File: src/hw/rtl/bqpeq_pkg.sv
`timescale 1ns / 1ps
`default_nettype none

package bqpeq_pkg;

  // Sizes of the datapath
  localparam int CHANNELS    = 2;
  localparam int SAMPLE_BITS = 24;
  localparam int COEF_BITS   = 20;
  localparam int FRAC_BITS   = 16;
  localparam int CHAN_BITS   = 1;
  localparam int NUM_REGS    = 6;
  localparam int CFG_IDX_W   = 3;
  localparam int CH_IDX_W    = (CHANNELS > 1) ? $clog2(CHANNELS) : 1;
  localparam int OPA_W       = COEF_BITS + 1;
  localparam int PROD_W      = OPA_W + SAMPLE_BITS;
  localparam int ACC_W       = PROD_W + 2;
  localparam int SH_W        = ACC_W - FRAC_BITS;
  localparam int STEP_W      = 4;

  typedef logic signed [SAMPLE_BITS-1:0] sample_t;
  typedef logic signed [COEF_BITS-1:0]   coef_t;
  typedef logic        [COEF_BITS-1:0]   gain_t;
  typedef logic        [CHAN_BITS-1:0]   chan_t;
  typedef logic        [CFG_IDX_W-1:0]   cfg_idx_t;
  typedef logic        [STEP_W-1:0]      step_t;
  typedef logic signed [ACC_W-1:0]       acc_t;

  // Configuration register indexes
  typedef enum logic [CFG_IDX_W-1:0] {
    REG_B0   = 3'd0,
    REG_B1   = 3'd1,
    REG_B2   = 3'd2,
    REG_A1   = 3'd3,
    REG_A2   = 3'd4,
    REG_GAIN = 3'd5
  } reg_idx_e;

  localparam coef_t COEF_B0_RST = coef_t'(65536);
  localparam gain_t GAIN_RST    = gain_t'(65536);

  // Multiplier operand pairs
  typedef enum logic [2:0] {
    MUL_NONE,
    MUL_B0X,
    MUL_B1X1,
    MUL_B2X2,
    MUL_A1Y1,
    MUL_A2Y2,
    MUL_GY
  } mul_sel_e;

  // Accumulator operations
  typedef enum logic [1:0] {
    ACC_HOLD,
    ACC_LOAD,
    ACC_ADD,
    ACC_SUB
  } acc_op_e;

  // Sequencer flow
  typedef enum logic [1:0] {
    JMP_NEXT,
    JMP_WAIT_IN,
    JMP_END
  } jmp_e;

  typedef struct packed {
    mul_sel_e mul_sel;
    acc_op_e  acc_op;
    logic     y_wr;
    logic     o_wr;
    jmp_e     jmp;
  } ucode_t;

  // Control from sequencer to datapath
  typedef struct packed {
    mul_sel_e mul_sel;
    acc_op_e  acc_op;
    logic     latch_in;
    logic     y_wr;
    logic     o_wr;
  } ctrl_t;

  // Program steps
  localparam step_t ST_WAIT  = 4'd0;
  localparam step_t ST_M_B0  = 4'd1;
  localparam step_t ST_M_B1  = 4'd2;
  localparam step_t ST_M_B2  = 4'd3;
  localparam step_t ST_M_A1  = 4'd4;
  localparam step_t ST_M_A2  = 4'd5;
  localparam step_t ST_A_A2  = 4'd6;
  localparam step_t ST_Y_WR  = 4'd7;
  localparam step_t ST_M_G   = 4'd8;
  localparam step_t ST_O_WR  = 4'd9;

  function automatic ucode_t mk_uw(mul_sel_e m, acc_op_e a, logic y, logic o, jmp_e j);
    ucode_t w;
    w.mul_sel = m;
    w.acc_op  = a;
    w.y_wr    = y;
    w.o_wr    = o;
    w.jmp     = j;
    return w;
  endfunction

  // Control store: products are registered, so each accumulate trails its multiply
  function automatic ucode_t ucode_rom(step_t step);
    ucode_t w;
    unique case (step)
      ST_WAIT: w = mk_uw(MUL_NONE, ACC_HOLD, 1'b0, 1'b0, JMP_WAIT_IN);
      ST_M_B0: w = mk_uw(MUL_B0X,  ACC_HOLD, 1'b0, 1'b0, JMP_NEXT);
      ST_M_B1: w = mk_uw(MUL_B1X1, ACC_LOAD, 1'b0, 1'b0, JMP_NEXT);
      ST_M_B2: w = mk_uw(MUL_B2X2, ACC_ADD,  1'b0, 1'b0, JMP_NEXT);
      ST_M_A1: w = mk_uw(MUL_A1Y1, ACC_ADD,  1'b0, 1'b0, JMP_NEXT);
      ST_M_A2: w = mk_uw(MUL_A2Y2, ACC_SUB,  1'b0, 1'b0, JMP_NEXT);
      ST_A_A2: w = mk_uw(MUL_NONE, ACC_SUB,  1'b0, 1'b0, JMP_NEXT);
      ST_Y_WR: w = mk_uw(MUL_NONE, ACC_HOLD, 1'b1, 1'b0, JMP_NEXT);
      ST_M_G:  w = mk_uw(MUL_GY,   ACC_HOLD, 1'b0, 1'b0, JMP_NEXT);
      ST_O_WR: w = mk_uw(MUL_NONE, ACC_HOLD, 1'b0, 1'b1, JMP_END);
      default: w = mk_uw(MUL_NONE, ACC_HOLD, 1'b0, 1'b0, JMP_END);
    endcase
    return w;
  endfunction

  // Round half up at the binary point, then saturate to a sample
  function automatic sample_t round_sat(acc_t v);
    localparam logic signed [SH_W-1:0] S_MAX =
      SH_W'((64'sd1 <<< (SAMPLE_BITS - 1)) - 64'sd1);
    localparam logic signed [SH_W-1:0] S_MIN = -S_MAX - SH_W'(1);
    acc_t                    r;
    logic signed [SH_W-1:0]  s;
    sample_t                 res;
    r = v + acc_t'(64'sd1 <<< (FRAC_BITS - 1));
    s = $signed(r[ACC_W-1:FRAC_BITS]);
    if (s > S_MAX) begin
      res = S_MAX[SAMPLE_BITS-1:0];
    end else if (s < S_MIN) begin
      res = S_MIN[SAMPLE_BITS-1:0];
    end else begin
      res = s[SAMPLE_BITS-1:0];
    end
    return res;
  endfunction

endpackage

`default_nettype wire

File: src/hw/rtl/bqpeq_if.sv
`timescale 1ns / 1ps
`default_nettype none

interface bqpeq_in_if;
  logic                  valid;
  logic                  ready;
  bqpeq_pkg::chan_t      chan;
  bqpeq_pkg::sample_t    sample_in;

  modport source (output valid, output chan, output sample_in, input ready);
  modport sink   (input valid, input chan, input sample_in, output ready);
endinterface

interface bqpeq_out_if;
  logic                  valid;
  logic                  ready;
  bqpeq_pkg::chan_t      chan_out;
  bqpeq_pkg::sample_t    sample_out;

  modport source (output valid, output chan_out, output sample_out, input ready);
  modport sink   (input valid, input chan_out, input sample_out, output ready);
endinterface

interface bqpeq_cfg_if;
  logic                  valid;
  logic                  ready;
  bqpeq_pkg::cfg_idx_t   index;
  bqpeq_pkg::gain_t      data;

  modport source (output valid, output index, output data, input ready);
  modport sink   (input valid, input index, input data, output ready);
endinterface

`default_nettype wire

File: src/hw/rtl/bqpeq_seq.sv
`timescale 1ns / 1ps
`default_nettype none

module bqpeq_seq (
  input  wire                 clk_i,
  input  wire                 rst_ni,
  input  wire                 in_valid_i,
  input  wire                 out_free_i,
  output logic                in_ready_o,
  output bqpeq_pkg::ctrl_t    ctrl_o
);

  bqpeq_pkg::step_t  step_q, step_d;
  bqpeq_pkg::ucode_t uw;

  // Fetch the control word of the current step
  assign uw = bqpeq_pkg::ucode_rom(step_q);

  // Advance, hold for a request, or return to the start
  always_comb begin
    step_d = step_q;
    unique case (uw.jmp)
      bqpeq_pkg::JMP_NEXT: begin
        step_d = step_q + bqpeq_pkg::step_t'(1);
      end
      bqpeq_pkg::JMP_WAIT_IN: begin
        if (in_valid_i) begin
          step_d = step_q + bqpeq_pkg::step_t'(1);
        end
      end
      bqpeq_pkg::JMP_END: begin
        if (out_free_i) begin
          step_d = bqpeq_pkg::ST_WAIT;
        end
      end
      default: begin
        step_d = bqpeq_pkg::ST_WAIT;
      end
    endcase
  end

  always_ff @(posedge clk_i or negedge rst_ni) begin
    if (!rst_ni) begin
      step_q <= bqpeq_pkg::ST_WAIT;
    end else begin
      step_q <= step_d;
    end
  end

  // Decode the control word into datapath strobes
  always_comb begin
    in_ready_o      = (uw.jmp == bqpeq_pkg::JMP_WAIT_IN);
    ctrl_o.mul_sel  = uw.mul_sel;
    ctrl_o.acc_op   = uw.acc_op;
    ctrl_o.latch_in = in_ready_o && in_valid_i;
    ctrl_o.y_wr     = uw.y_wr;
    ctrl_o.o_wr     = uw.o_wr && out_free_i;
  end

endmodule

`default_nettype wire

File: src/hw/rtl/bqpeq_dp.sv
`timescale 1ns / 1ps
`default_nettype none

module bqpeq_dp (
  input  wire                   clk_i,
  input  wire                   rst_ni,
  input  bqpeq_pkg::ctrl_t      ctrl_i,
  input  bqpeq_pkg::chan_t      chan_i,
  input  bqpeq_pkg::sample_t    sample_i,
  input  wire                   cfg_we_i,
  input  bqpeq_pkg::cfg_idx_t   cfg_idx_i,
  input  bqpeq_pkg::gain_t      cfg_data_i,
  input  wire                   out_ready_i,
  output logic                  out_valid_o,
  output logic                  out_free_o,
  output bqpeq_pkg::chan_t      out_chan_o,
  output bqpeq_pkg::sample_t    out_sample_o
);

  // Configuration registers
  bqpeq_pkg::coef_t b0_q, b1_q, b2_q, a1_q, a2_q;
  bqpeq_pkg::gain_t gain_q;

  // Per-channel history
  bqpeq_pkg::sample_t x1_q [bqpeq_pkg::CHANNELS];
  bqpeq_pkg::sample_t x2_q [bqpeq_pkg::CHANNELS];
  bqpeq_pkg::sample_t y1_q [bqpeq_pkg::CHANNELS];
  bqpeq_pkg::sample_t y2_q [bqpeq_pkg::CHANNELS];

  // Working registers
  bqpeq_pkg::chan_t   chan_q;
  bqpeq_pkg::sample_t x_q, y_q;
  logic signed [bqpeq_pkg::PROD_W-1:0] p_q, p_d;
  bqpeq_pkg::acc_t    acc_q, acc_d, p_ext;
  logic               out_valid_q, out_valid_d;
  bqpeq_pkg::chan_t   out_chan_q;
  bqpeq_pkg::sample_t out_sample_q;

  logic                                chan_ok;
  logic [bqpeq_pkg::CH_IDX_W-1:0]      ch_idx;
  logic signed [bqpeq_pkg::OPA_W-1:0]  op_a;
  bqpeq_pkg::sample_t                  op_b;
  bqpeq_pkg::sample_t                  x1_rd, x2_rd, y1_rd, y2_rd, y_new;

  // Write configuration; drop indexes beyond the list
  always_ff @(posedge clk_i or negedge rst_ni) begin
    if (!rst_ni) begin
      b0_q   <= bqpeq_pkg::COEF_B0_RST;
      b1_q   <= '0;
      b2_q   <= '0;
      a1_q   <= '0;
      a2_q   <= '0;
      gain_q <= bqpeq_pkg::GAIN_RST;
    end else if (cfg_we_i) begin
      unique case (cfg_idx_i)
        bqpeq_pkg::REG_B0:   b0_q   <= $signed(cfg_data_i);
        bqpeq_pkg::REG_B1:   b1_q   <= $signed(cfg_data_i);
        bqpeq_pkg::REG_B2:   b2_q   <= $signed(cfg_data_i);
        bqpeq_pkg::REG_A1:   a1_q   <= $signed(cfg_data_i);
        bqpeq_pkg::REG_A2:   a2_q   <= $signed(cfg_data_i);
        bqpeq_pkg::REG_GAIN: gain_q <= cfg_data_i;
        default: ;
      endcase
    end
  end

  // Capture the request
  always_ff @(posedge clk_i) begin
    if (ctrl_i.latch_in) begin
      chan_q <= chan_i;
      x_q    <= sample_i;
    end
  end

  // Select the channel history; a channel beyond the range reads zero
  assign chan_ok = (32'(chan_q) < bqpeq_pkg::CHANNELS);
  assign ch_idx  = bqpeq_pkg::CH_IDX_W'(chan_q);
  assign x1_rd   = chan_ok ? x1_q[ch_idx] : '0;
  assign x2_rd   = chan_ok ? x2_q[ch_idx] : '0;
  assign y1_rd   = chan_ok ? y1_q[ch_idx] : '0;
  assign y2_rd   = chan_ok ? y2_q[ch_idx] : '0;

  // Steer the shared multiplier
  always_comb begin
    op_a = '0;
    op_b = '0;
    case (ctrl_i.mul_sel)
      bqpeq_pkg::MUL_B0X: begin
        op_a = bqpeq_pkg::OPA_W'(b0_q);
        op_b = x_q;
      end
      bqpeq_pkg::MUL_B1X1: begin
        op_a = bqpeq_pkg::OPA_W'(b1_q);
        op_b = x1_rd;
      end
      bqpeq_pkg::MUL_B2X2: begin
        op_a = bqpeq_pkg::OPA_W'(b2_q);
        op_b = x2_rd;
      end
      bqpeq_pkg::MUL_A1Y1: begin
        op_a = bqpeq_pkg::OPA_W'(a1_q);
        op_b = y1_rd;
      end
      bqpeq_pkg::MUL_A2Y2: begin
        op_a = bqpeq_pkg::OPA_W'(a2_q);
        op_b = y2_rd;
      end
      bqpeq_pkg::MUL_GY: begin
        op_a = $signed({1'b0, gain_q});
        op_b = y_q;
      end
      default: ;
    endcase
  end

  assign p_d = op_a * op_b;

  always_ff @(posedge clk_i) begin
    if (ctrl_i.mul_sel != bqpeq_pkg::MUL_NONE) begin
      p_q <= p_d;
    end
  end

  // Accumulate the registered product
  assign p_ext = bqpeq_pkg::ACC_W'(p_q);

  always_comb begin
    acc_d = acc_q;
    case (ctrl_i.acc_op)
      bqpeq_pkg::ACC_LOAD: acc_d = p_ext;
      bqpeq_pkg::ACC_ADD:  acc_d = acc_q + p_ext;
      bqpeq_pkg::ACC_SUB:  acc_d = acc_q - p_ext;
      default:             acc_d = acc_q;
    endcase
  end

  always_ff @(posedge clk_i) begin
    acc_q <= acc_d;
  end

  // Round and saturate the filter output
  assign y_new = bqpeq_pkg::round_sat(acc_q);

  always_ff @(posedge clk_i) begin
    if (ctrl_i.y_wr) begin
      y_q <= y_new;
    end
  end

  // Shift the history of the active channel
  always_ff @(posedge clk_i or negedge rst_ni) begin
    if (!rst_ni) begin
      for (int c = 0; c < bqpeq_pkg::CHANNELS; c++) begin
        x1_q[c] <= '0;
        x2_q[c] <= '0;
        y1_q[c] <= '0;
        y2_q[c] <= '0;
      end
    end else if (ctrl_i.y_wr && chan_ok) begin
      x2_q[ch_idx] <= x1_q[ch_idx];
      x1_q[ch_idx] <= x_q;
      y2_q[ch_idx] <= y1_q[ch_idx];
      y1_q[ch_idx] <= y_new;
    end
  end

  // Hold the result until the sink takes it
  assign out_free_o  = !out_valid_q || out_ready_i;
  assign out_valid_d = ctrl_i.o_wr ? 1'b1 : (out_ready_i ? 1'b0 : out_valid_q);

  always_ff @(posedge clk_i or negedge rst_ni) begin
    if (!rst_ni) begin
      out_valid_q <= 1'b0;
    end else begin
      out_valid_q <= out_valid_d;
    end
  end

  always_ff @(posedge clk_i) begin
    if (ctrl_i.o_wr) begin
      out_chan_q   <= chan_q;
      out_sample_q <= chan_ok ? bqpeq_pkg::round_sat(p_ext) : '0;
    end
  end

  assign out_valid_o  = out_valid_q;
  assign out_chan_o   = out_chan_q;
  assign out_sample_o = out_sample_q;

endmodule

`default_nettype wire

File: src/hw/rtl/biquad_peaking_eq_multichannel.sv
// Each request runs through the ten-step control program that drives one
// shared 21x24 multiplier and one accumulator; a new request is taken only
// after the last step writes the result, which stalls until the output register is free.
// The input is taken again while a finished result waits in the output register.
// Reset (asynchronous, active low) clears all channel history, loads b0 and the
// output gain with 1.0 and the other coefficients with zero.
`timescale 1ns / 1ps
`default_nettype none

module biquad_peaking_eq_multichannel (
  input  wire           clk_i,
  input  wire           rst_ni,
  bqpeq_in_if.sink      in_i,
  bqpeq_out_if.source   out_o,
  bqpeq_cfg_if.sink     cfg_i
);

  bqpeq_pkg::ctrl_t ctrl;
  logic             out_free;
  logic             in_ready;

  // Configuration is always taken
  assign cfg_i.ready = 1'b1;
  assign in_i.ready  = in_ready;

  bqpeq_seq u_seq (
    .clk_i      (clk_i),
    .rst_ni     (rst_ni),
    .in_valid_i (in_i.valid),
    .out_free_i (out_free),
    .in_ready_o (in_ready),
    .ctrl_o     (ctrl)
  );

  bqpeq_dp u_dp (
    .clk_i        (clk_i),
    .rst_ni       (rst_ni),
    .ctrl_i       (ctrl),
    .chan_i       (in_i.chan),
    .sample_i     (in_i.sample_in),
    .cfg_we_i     (cfg_i.valid),
    .cfg_idx_i    (cfg_i.index),
    .cfg_data_i   (cfg_i.data),
    .out_ready_i  (out_o.ready),
    .out_valid_o  (out_o.valid),
    .out_free_o   (out_free),
    .out_chan_o   (out_o.chan_out),
    .out_sample_o (out_o.sample_out)
  );

  // One request in flight at a time
  assert property (@(posedge clk_i) disable iff (!rst_ni)
    (in_i.valid && in_i.ready) |=> !in_i.ready)
    else $error("request accepted while another is in flight");

  // Never overwrite a result the sink has not taken
  assert property (@(posedge clk_i) disable iff (!rst_ni)
    ctrl.o_wr |-> (!out_o.valid || out_o.ready))
    else $error("output register overwritten");

  // Capture, history update and result write fall on distinct steps
  assert property (@(posedge clk_i) disable iff (!rst_ni)
    $onehot0({ctrl.latch_in, ctrl.y_wr, ctrl.o_wr}))
    else $error("conflicting sequencer strobes");

endmodule

`default_nettype wire
File: src/flat_wrapper.sv
// flat-port wrapper written by rule: the top's interface ports become plain ports
module biquad_peaking_eq_multichannel_flat 
  (clk_i, rst_ni, in_i_valid, in_i_chan, in_i_sample_in, in_i_ready, out_o_valid, out_o_chan_out, out_o_sample_out, out_o_ready, cfg_i_valid, cfg_i_index, cfg_i_data, cfg_i_ready);
  bqpeq_in_if in_i_i ();
  bqpeq_out_if out_o_i ();
  bqpeq_cfg_if cfg_i_i ();
  input  wire clk_i;
  input  wire rst_ni;
  input wire logic [$bits(in_i_i.valid)-1:0] in_i_valid;
  input wire logic [$bits(in_i_i.chan)-1:0] in_i_chan;
  input wire logic [$bits(in_i_i.sample_in)-1:0] in_i_sample_in;
  output wire logic [$bits(in_i_i.ready)-1:0] in_i_ready;
  output wire logic [$bits(out_o_i.valid)-1:0] out_o_valid;
  output wire logic [$bits(out_o_i.chan_out)-1:0] out_o_chan_out;
  output wire logic [$bits(out_o_i.sample_out)-1:0] out_o_sample_out;
  input wire logic [$bits(out_o_i.ready)-1:0] out_o_ready;
  input wire logic [$bits(cfg_i_i.valid)-1:0] cfg_i_valid;
  input wire logic [$bits(cfg_i_i.index)-1:0] cfg_i_index;
  input wire logic [$bits(cfg_i_i.data)-1:0] cfg_i_data;
  output wire logic [$bits(cfg_i_i.ready)-1:0] cfg_i_ready;
  assign in_i_i.valid = in_i_valid;
  assign in_i_i.chan = in_i_chan;
  assign in_i_i.sample_in = in_i_sample_in;
  assign in_i_ready = in_i_i.ready;
  assign out_o_valid = out_o_i.valid;
  assign out_o_chan_out = out_o_i.chan_out;
  assign out_o_sample_out = out_o_i.sample_out;
  assign out_o_i.ready = out_o_ready;
  assign cfg_i_i.valid = cfg_i_valid;
  assign cfg_i_i.index = cfg_i_index;
  assign cfg_i_i.data = cfg_i_data;
  assign cfg_i_ready = cfg_i_i.ready;
  biquad_peaking_eq_multichannel u_core (.clk_i(clk_i), .rst_ni(rst_ni), .in_i(in_i_i), .out_o(out_o_i), .cfg_i(cfg_i_i));
endmodule
File: config.mk
export PLATFORM = sky130hd
export DESIGN_NAME = biquad_peaking_eq_multichannel_flat
export DESIGN_NICKNAME = d
export VERILOG_FILES = /design/src/hw/rtl/bqpeq_pkg.sv /design/src/hw/rtl/bqpeq_if.sv /design/src/hw/rtl/bqpeq_seq.sv /design/src/hw/rtl/bqpeq_dp.sv /design/src/hw/rtl/biquad_peaking_eq_multichannel.sv /design/src/flat_wrapper.sv
export SDC_FILE = /design/constraint.sdc
export NUM_CORES = 2
export LEC_CHECK = 0
export BUFFER_PORTS_ARGS = -buffer_cell sky130_fd_sc_hd__buf_2
export CORE_MARGIN = 3
export CORE_UTILIZATION = 35
export CTS_CLUSTER_DIAMETER = 80
export DETAILED_ROUTE_END_ITERATION = 8
export GPL_TIMING_DRIVEN = 0
export PLACE_DENSITY_LB_ADDON = 0.05
export SLEW_MARGIN = 10
export SYNTH_ARGS = -nofsm -noshare
export SYNTH_HDL_FRONTEND = slang
export SYNTH_SLANG_ARGS = --single-unit
File: constraint.sdc
create_clock -name clk_i -period 15.1 [get_ports clk_i]
set_input_delay 0 -clock clk_i [delete_from_list [all_inputs] [get_ports clk_i]]
set_output_delay 0 -clock clk_i [all_outputs]
set_load 0.02 [all_outputs]
* Word level (Yosys, flattened, before mapping)
Memories as Yosys holds them, arrays and structs flattened. Index checks and enable logic that the tools add are counted.
Storage, ports and cells: flip-flop bits (word level) 483, latch bits 0, memory bits (writable) 0, memory bits (read-only) 144, bits of input ports 53, output and inout port bits 28, logic and storage cells 101, memories kept 1
Memories:
- (no name shown) | depth 16, width 9, rd ports 1, clocked after memory_dff 0, wr ports 0, RTL line bqpeq_pkg.sv:110 | unique case (step)
Operators by class: add/subtract/negate cells 5, multipliers 1, div/mod/pow operators 0, $lt $le $gt $ge 6, eq/ne operators 18, shift operators 0, muxes and demuxes 29, bitwise gates (word level) 1, reductions and logical operators 17
Operators with widths (number):
- 24-bit 2-to-1 mux | 16
- 48-bit bitwise mux | 4
- 24-bit case mux with 6 select lines | 1
- 47-bit case mux with 3 select lines | 1
- 21-bit case mux with 6 select lines | 1
- 47-bit by 17-bit adder with 47-bit output, second input constant | 1
- 47-bit by 45-bit adder with 47-bit output | 1
- 47-bit by 45-bit subtractor with 47-bit output | 1
- 45-bit by 17-bit adder with 46-bit output, second input constant | 1
- 21-bit by 24-bit multiplier with 45-bit output | 1
- 31-bit by 24-bit > comparator with 1-bit output, second input constant | 1
- 31-bit by 24-bit less-than comparator with 1-bit output, second input constant | 1
- 30-bit by 24-bit > comparator with 1-bit output, second input constant | 1
- 30-bit by 24-bit less-than comparator with 1-bit output, second input constant | 1
- 24-bit demux with 1-bit select | 1
- 3-bit == test, second input constant | 5
- 2-bit AND reduction | 7
- 3-bit by 2-bit == test with 1-bit output, second input constant | 4
- 4-bit case mux with 3 select lines | 1
- 4-bit 2-to-1 mux | 2
- 2-bit == test, second input constant | 3
- 3-bit by 1-bit == test with 1-bit output, second input constant | 2
- 3-bit nonzero test | 2
- 4-bit by 1-bit adder with 4-bit output, second input constant | 1
- other kinds (12) | 17

* Logic depth before layout (Yosys ltp)
word-level depth 6, depth in mapped cells 36, depth with buffers taken out 33

* Modules after synthesis
From an unflattened synthesis, not the netlist that was laid out.
Unflattened totals: cells, all modules 4291, area total of the unflattened synthesis 43396.6 µm²
Modules (own cells, without submodules):
- bqpeq_dp | instances 1, cells each 4240, area an instance 42931.2 µm², seq. area each 12819.8 µm²
- bqpeq_seq | instances 1, cells each 49, area an instance 454.2 µm², seq. area each 100.1 µm²
- biquad_peaking_eq_multichannel | instances 1, cells each 2, area an instance 11.3 µm², seq. area each 0.0 µm²

* Worst setup path after synthesis
OpenSTA, ideal clock, no wires.
path type register to register, from register u_core.u_seq.step_q[1], to register u_core.u_dp.p_q[38] (netlist name) (data pin), setup time 258 ps, arrival 8611 ps, data required time 14842 ps, slack 6230 ps, stages on the path, launching flop included 35, path buffers 4, clock period less this slack 8870 ps, path through dfrtp_1 -> buf_2 -> inv_1 -> ha_1 -> nand2b_1 -> nor2_1 -> clkbuf_1 -> buf_1 -> a221oi_1 -> o21ai_1 -> buf_2 -> nand2_1 -> fa_1 -> inv_1 -> fa_1 -> inv_1 -> fa_1 -> inv_1 -> fa_1 -> fa_1 -> fa_1 -> inv_1 -> fa_1 -> inv_1 -> ha_1 -> and2_1 -> or2_1 -> a21oi_2 -> o21bai_1 -> a311o_1 -> a32o_1 -> or3b_1 -> a31o_1 -> a21oi_2 -> xnor2_1
Between the ends: word-level cells in the longest chain between the ends 4, elaborated cells on any way between the ends 10, classes of those cells mul (1); eq/ne (6); mux (2); memory (1)
Ends and longest elaborated chain:
- start: declaration | RTL line bqpeq_seq.sv:13 | bqpeq_pkg::step_t step_q, step_d;
- start signal: assignment | RTL line bqpeq_seq.sv:44 | step_q <= bqpeq_pkg::ST_WAIT;
- start signal: assignment | RTL line bqpeq_seq.sv:46 | step_q <= step_d;
- memory 16 x 9 bit (*)
- 3-bit == test, or another cell as far along | RTL line bqpeq_dp.sv:87 | case (ctrl_i.mul_sel)
- 21-bit case mux with 6 select lines or 24-bit case mux with 6 select lines (tied branches) | RTL line bqpeq_dp.sv:87
- 21-bit by 24-bit multiplier with 45-bit output (*) | RTL line bqpeq_dp.sv:116 | assign p_d = op_a * op_b;
- net u_core.u_dp.p_d, one bit | RTL line bqpeq_dp.sv:33 | logic signed [bqpeq_pkg::PROD_W-1:0] p_q, p_d;
- end signal: assignment | RTL line bqpeq_dp.sv:120 | p_q <= p_d;
- end: declaration | RTL line bqpeq_dp.sv:33
Mark *: on every way through the listed nets, which the timed path passes. The rest lies on a longest branch. A chain may end at the register's enable or synchronous reset.

* Worst setup path after layout
from register u_core.u_seq.step_q[1], to register u_core.u_dp.p_q[43] (netlist name) (data pin)
The elaborated chain is that of the path after synthesis.

==> results.md <==
- Status: finished clean
- RSZ-0062 raised after global routing: no
- Initial antenna violation count: 3
- Final period util: 84.4%
- Post-synthesis simple-gate area fraction: 10.9%
- Core ar.: between 0.1 and 0.15 mm2
- Initial core utilization: about a third
- Mapped Nets: between 5000 and 6000
- Synth warnings: 0
- Hold Crit Start: in_i_sample_in[11]
- Top post-synthesis cells by count: inv_1, fa_1, nand2_1, dfrtp_1, mux2_2
- Syn Inst Count: around 4300
- IO buf count: ~80
- Largest net degree at the start of global routing: between 100 and 150
- Post-synthesis compound-gate area fraction: approximately a tenth
- WL/cell: about 25 um
- Area growth from synthesis to layout: 13.5%
- Die Span Y: 357 um
- Yosys top cell by area: fa_1
- Fin. Hold Viols: 0
- Mapped Area: ~0.043 mm2
- Die ar.: between 0.1 and 0.15 mm2
- CTS H-tree depth: 2
- Clock Latency Late Sink: around 730 ps
- First-pass GRT wire length: about 230000 um
- Largest family of logic cells by synthesized area: adder cells
- CTS tree: built
- Critical Path AT: 13130 ps
- Hold Path End: u_core.u_dp.x_q[11]
- FF-to-FF End: u_core.u_dp.p_q[43]
- Final core occ: between 40% and 50%
- Setup Fix Bufs, Post-CTS: 0
- Async set or reset register ratio after synthesis: around 66%
- Slowest stage delay, CP: around 960 ps
- Rel. slew slack: between 10% and 20%
- Layout cells sized above 1: 12.5%
- Worst Setup End Kind: flip-flop
- Hpwl dp: around 120000 um
- I/O pin total: 81
- Most common cell in the netlist: inv_1
- Die X: between 300 and 400 um
- EDFF count, synth: ~170
- Routed Antenna Nets: 0
- Buffer depth of the longest clock path: 3
- Vias in the first global route: about 33000
- Critical R2R Launch: u_core.u_seq.step_q[1]
- XOR/XNOR Fraction of Synth Area: between 3 and 4%
- Vias: 32200
- Fin nets: roughly 5300
- Fillers: ~12000
- Synth Register Bits: 483
- Worst hold stages: 2
- Post-synth top area share: roughly 24%
- Max FO, Critical Path: 10
- Post-synth top flop: dfrtp_1
- Drc violations: 0
- RePlAce Congestion: 0.903
- Drt via density: a little over 5
- Synth cell types: 90
- Initial drt markers: 2422
- Global route overflow: 0
- Slowest cell on crit path: nor2_1
- Setup TNS: 0 ps
- Routed WL: around 150000 um
- Most used cell along the critical path: fa_1
- Rows: 128
- Mux contribution to synthesized area: ~8.3%
- CP Launch Type: flip-flop
- Drt pass-1 iters: 8
- Area contributors post-synth: fa_1, dfrtp_1, edfxtp_1
- Cts bufs inserted: 60
- Syn_area_per_cell: between 10 and 15 um2
- Root buffer cell: clkbuf_16
- Period minus WS final: approximately 13000 ps
- Final setup vio count: 0
- WS Path Type: flip-flop to flip-flop
- Reg2Reg Setup Slack: 2350 ps
- Worst-margin pin slew: 1320 ps
- Sequential element share of the synthesized area: roughly 30%
- Adder-cell share of the synthesized area: between 20 and 30%
- Slew Viols, Final: 0
- Clock sink count: just under 500
- Worst-path clk slew: 60 ps
- Worst-case reg-to-reg path depth: 31
- Total track usage: 24.5%
- Worst Skew: around 110 ps
- Worst Path Required: between 15000 and 20000 ps
- Fmax: roughly 80 MHz
- Max Cap Violations: 0
- Hold Crit Class: primary input to flip-flop
==> state kept, by name, indices dropped and copies added (netlist names), 24 cells and up <==
name,cells
u_core.u_dp.acc_q,47
u_core.u_dp.x2_q,48
u_core.u_dp.y_q,24
u_core.u_dp.y1_q,48
u_core.u_dp.out_sample_o,24
u_core.u_dp.y2_q,48
u_core.u_dp.p_q,45
u_core.u_dp.x1_q,48
u_core.u_dp.x_q,24
==> worst max-delay path by stage <==
stage / startpoint / end / slack, ps / depth (start not counted)
after global placement: u_core.u_seq.step_q[0] / u_core.u_dp.p_q[43] / 2020 / 30
final: u_core.u_seq.step_q[1] / u_core.u_dp.p_q[43] / 2350 / 31
after CTS: u_core.u_seq.step_q[1] / u_core.u_dp.p_q[43] / 2420 / 31
after detailed placement: u_core.u_seq.step_q[1] / u_core.u_dp.p_q[43] / 2550 / 31
after floorplan: u_core.u_seq.step_q[1] / u_core.u_dp.p_q[38] / 6230 / 34
after global routing: u_core.u_seq.step_q[1] / u_core.u_dp.p_q[43] / 1930 / 31
==> final cells by class <==
type / count / area, um2 / area share [%]
Antenna cell: 3 / 7.51 / 0.0154
Buffer: 221 / 888 / 1.82
Clock buffer: 91 / 1750 / 3.58
Clock inverter: 21 / 384 / 0.787
Inverter: 721 / 2710 / 5.54
Multi-Input combinational cell: 2866 / 26600 / 54.5
Sequential cell: 483 / 12900 / 26.5
Tap cell: 1625 / 2030 / 4.16
Timing Repair Buffer: 178 / 1510 / 3.09
==> timing repair <==
item	4_1_cts	5_1_grt
endpoints found under the hold margin	364	0
gates resized for setup	0	0
hold buffers	70	0
==> kinds of logic (layout without fill, tap and decap cells) <==
logic type | count (synthesis) | after routing
multiplexers | 324 | 324
XOR/XNOR | 190 | 190
flip-flops | 483 | 483
buffers and inverters | 942 | 1232
adder cells (fa/ha/maj) | 690 | 690
AO/OA/AOI/OAI | 606 | 606
AND/OR/NAND/NOR | 1055 | 1055
other | 1 | 4
==> cells in the final DEF, fill, tap and decap left out, drive strengths merged, types with 20 or more instances in the layout <==
master | Yosys | final
inv | 721 | 722
fa | 518 | 518
nand2 | 517 | 517
dfrtp | 315 | 315
clkbuf | 180 | 271
mux2 | 269 | 269
nor2 | 254 | 254
ha | 172 | 172
a21oi | 171 | 171
edfxtp | 166 | 166
o21ai | 166 | 166
buf | 41 | 150
xnor2 | 111 | 111
xor2 | 79 | 79
dlygate4sd3 | 0 | 69
nand3 | 55 | 55
mux2i | 55 | 55
a21o | 48 | 48
a221oi | 45 | 45
and2 | 42 | 42
a222oi | 35 | 35
nand4 | 33 | 33
nand2b | 26 | 26
and3 | 26 | 26
nor3 | 23 | 23
o22ai | 20 | 20
nor2b | 20 | 20
==> layer usage <==
layer	track usage [%]	vias up	wire length [um]
li1	-	14500	-
met1	33.7	16700	68900
met2	39.7	822	71200
met3	4.20	196	8870
met4	6.87	0	4490
met5	0	-	0
==> through the flow <==
stage	setup slack, ps	instance area (um2)	std cells	hold WS, ps
final	2350	48800	6209	45.6
after global routing	1930	48800	6206	48.2
after CTS	2420	48800	6206	12.5
after detailed placement	2550	46000	6024	-53.0
after global placement	2020	45500	5995	176
after floorplan	6230	43000	4291	-296
==> worst max-delay path: cells and delay by family, from the launching register on <==
family / cells / cell delay (ps)
AOI/OAI and AO/OA: 9 / 2550
DFF: 1 / 410
xor gates and xnor gates: 1 / 350
buffers and inverters: 8 / 2970
and+or+nand+nor: 4 / 1530
adders and majority gates: 9 / 4580
Power is left out: the tool's default activity adds up to more than one toggle a clock period on the data nets, which glitch-free logic cannot reach.
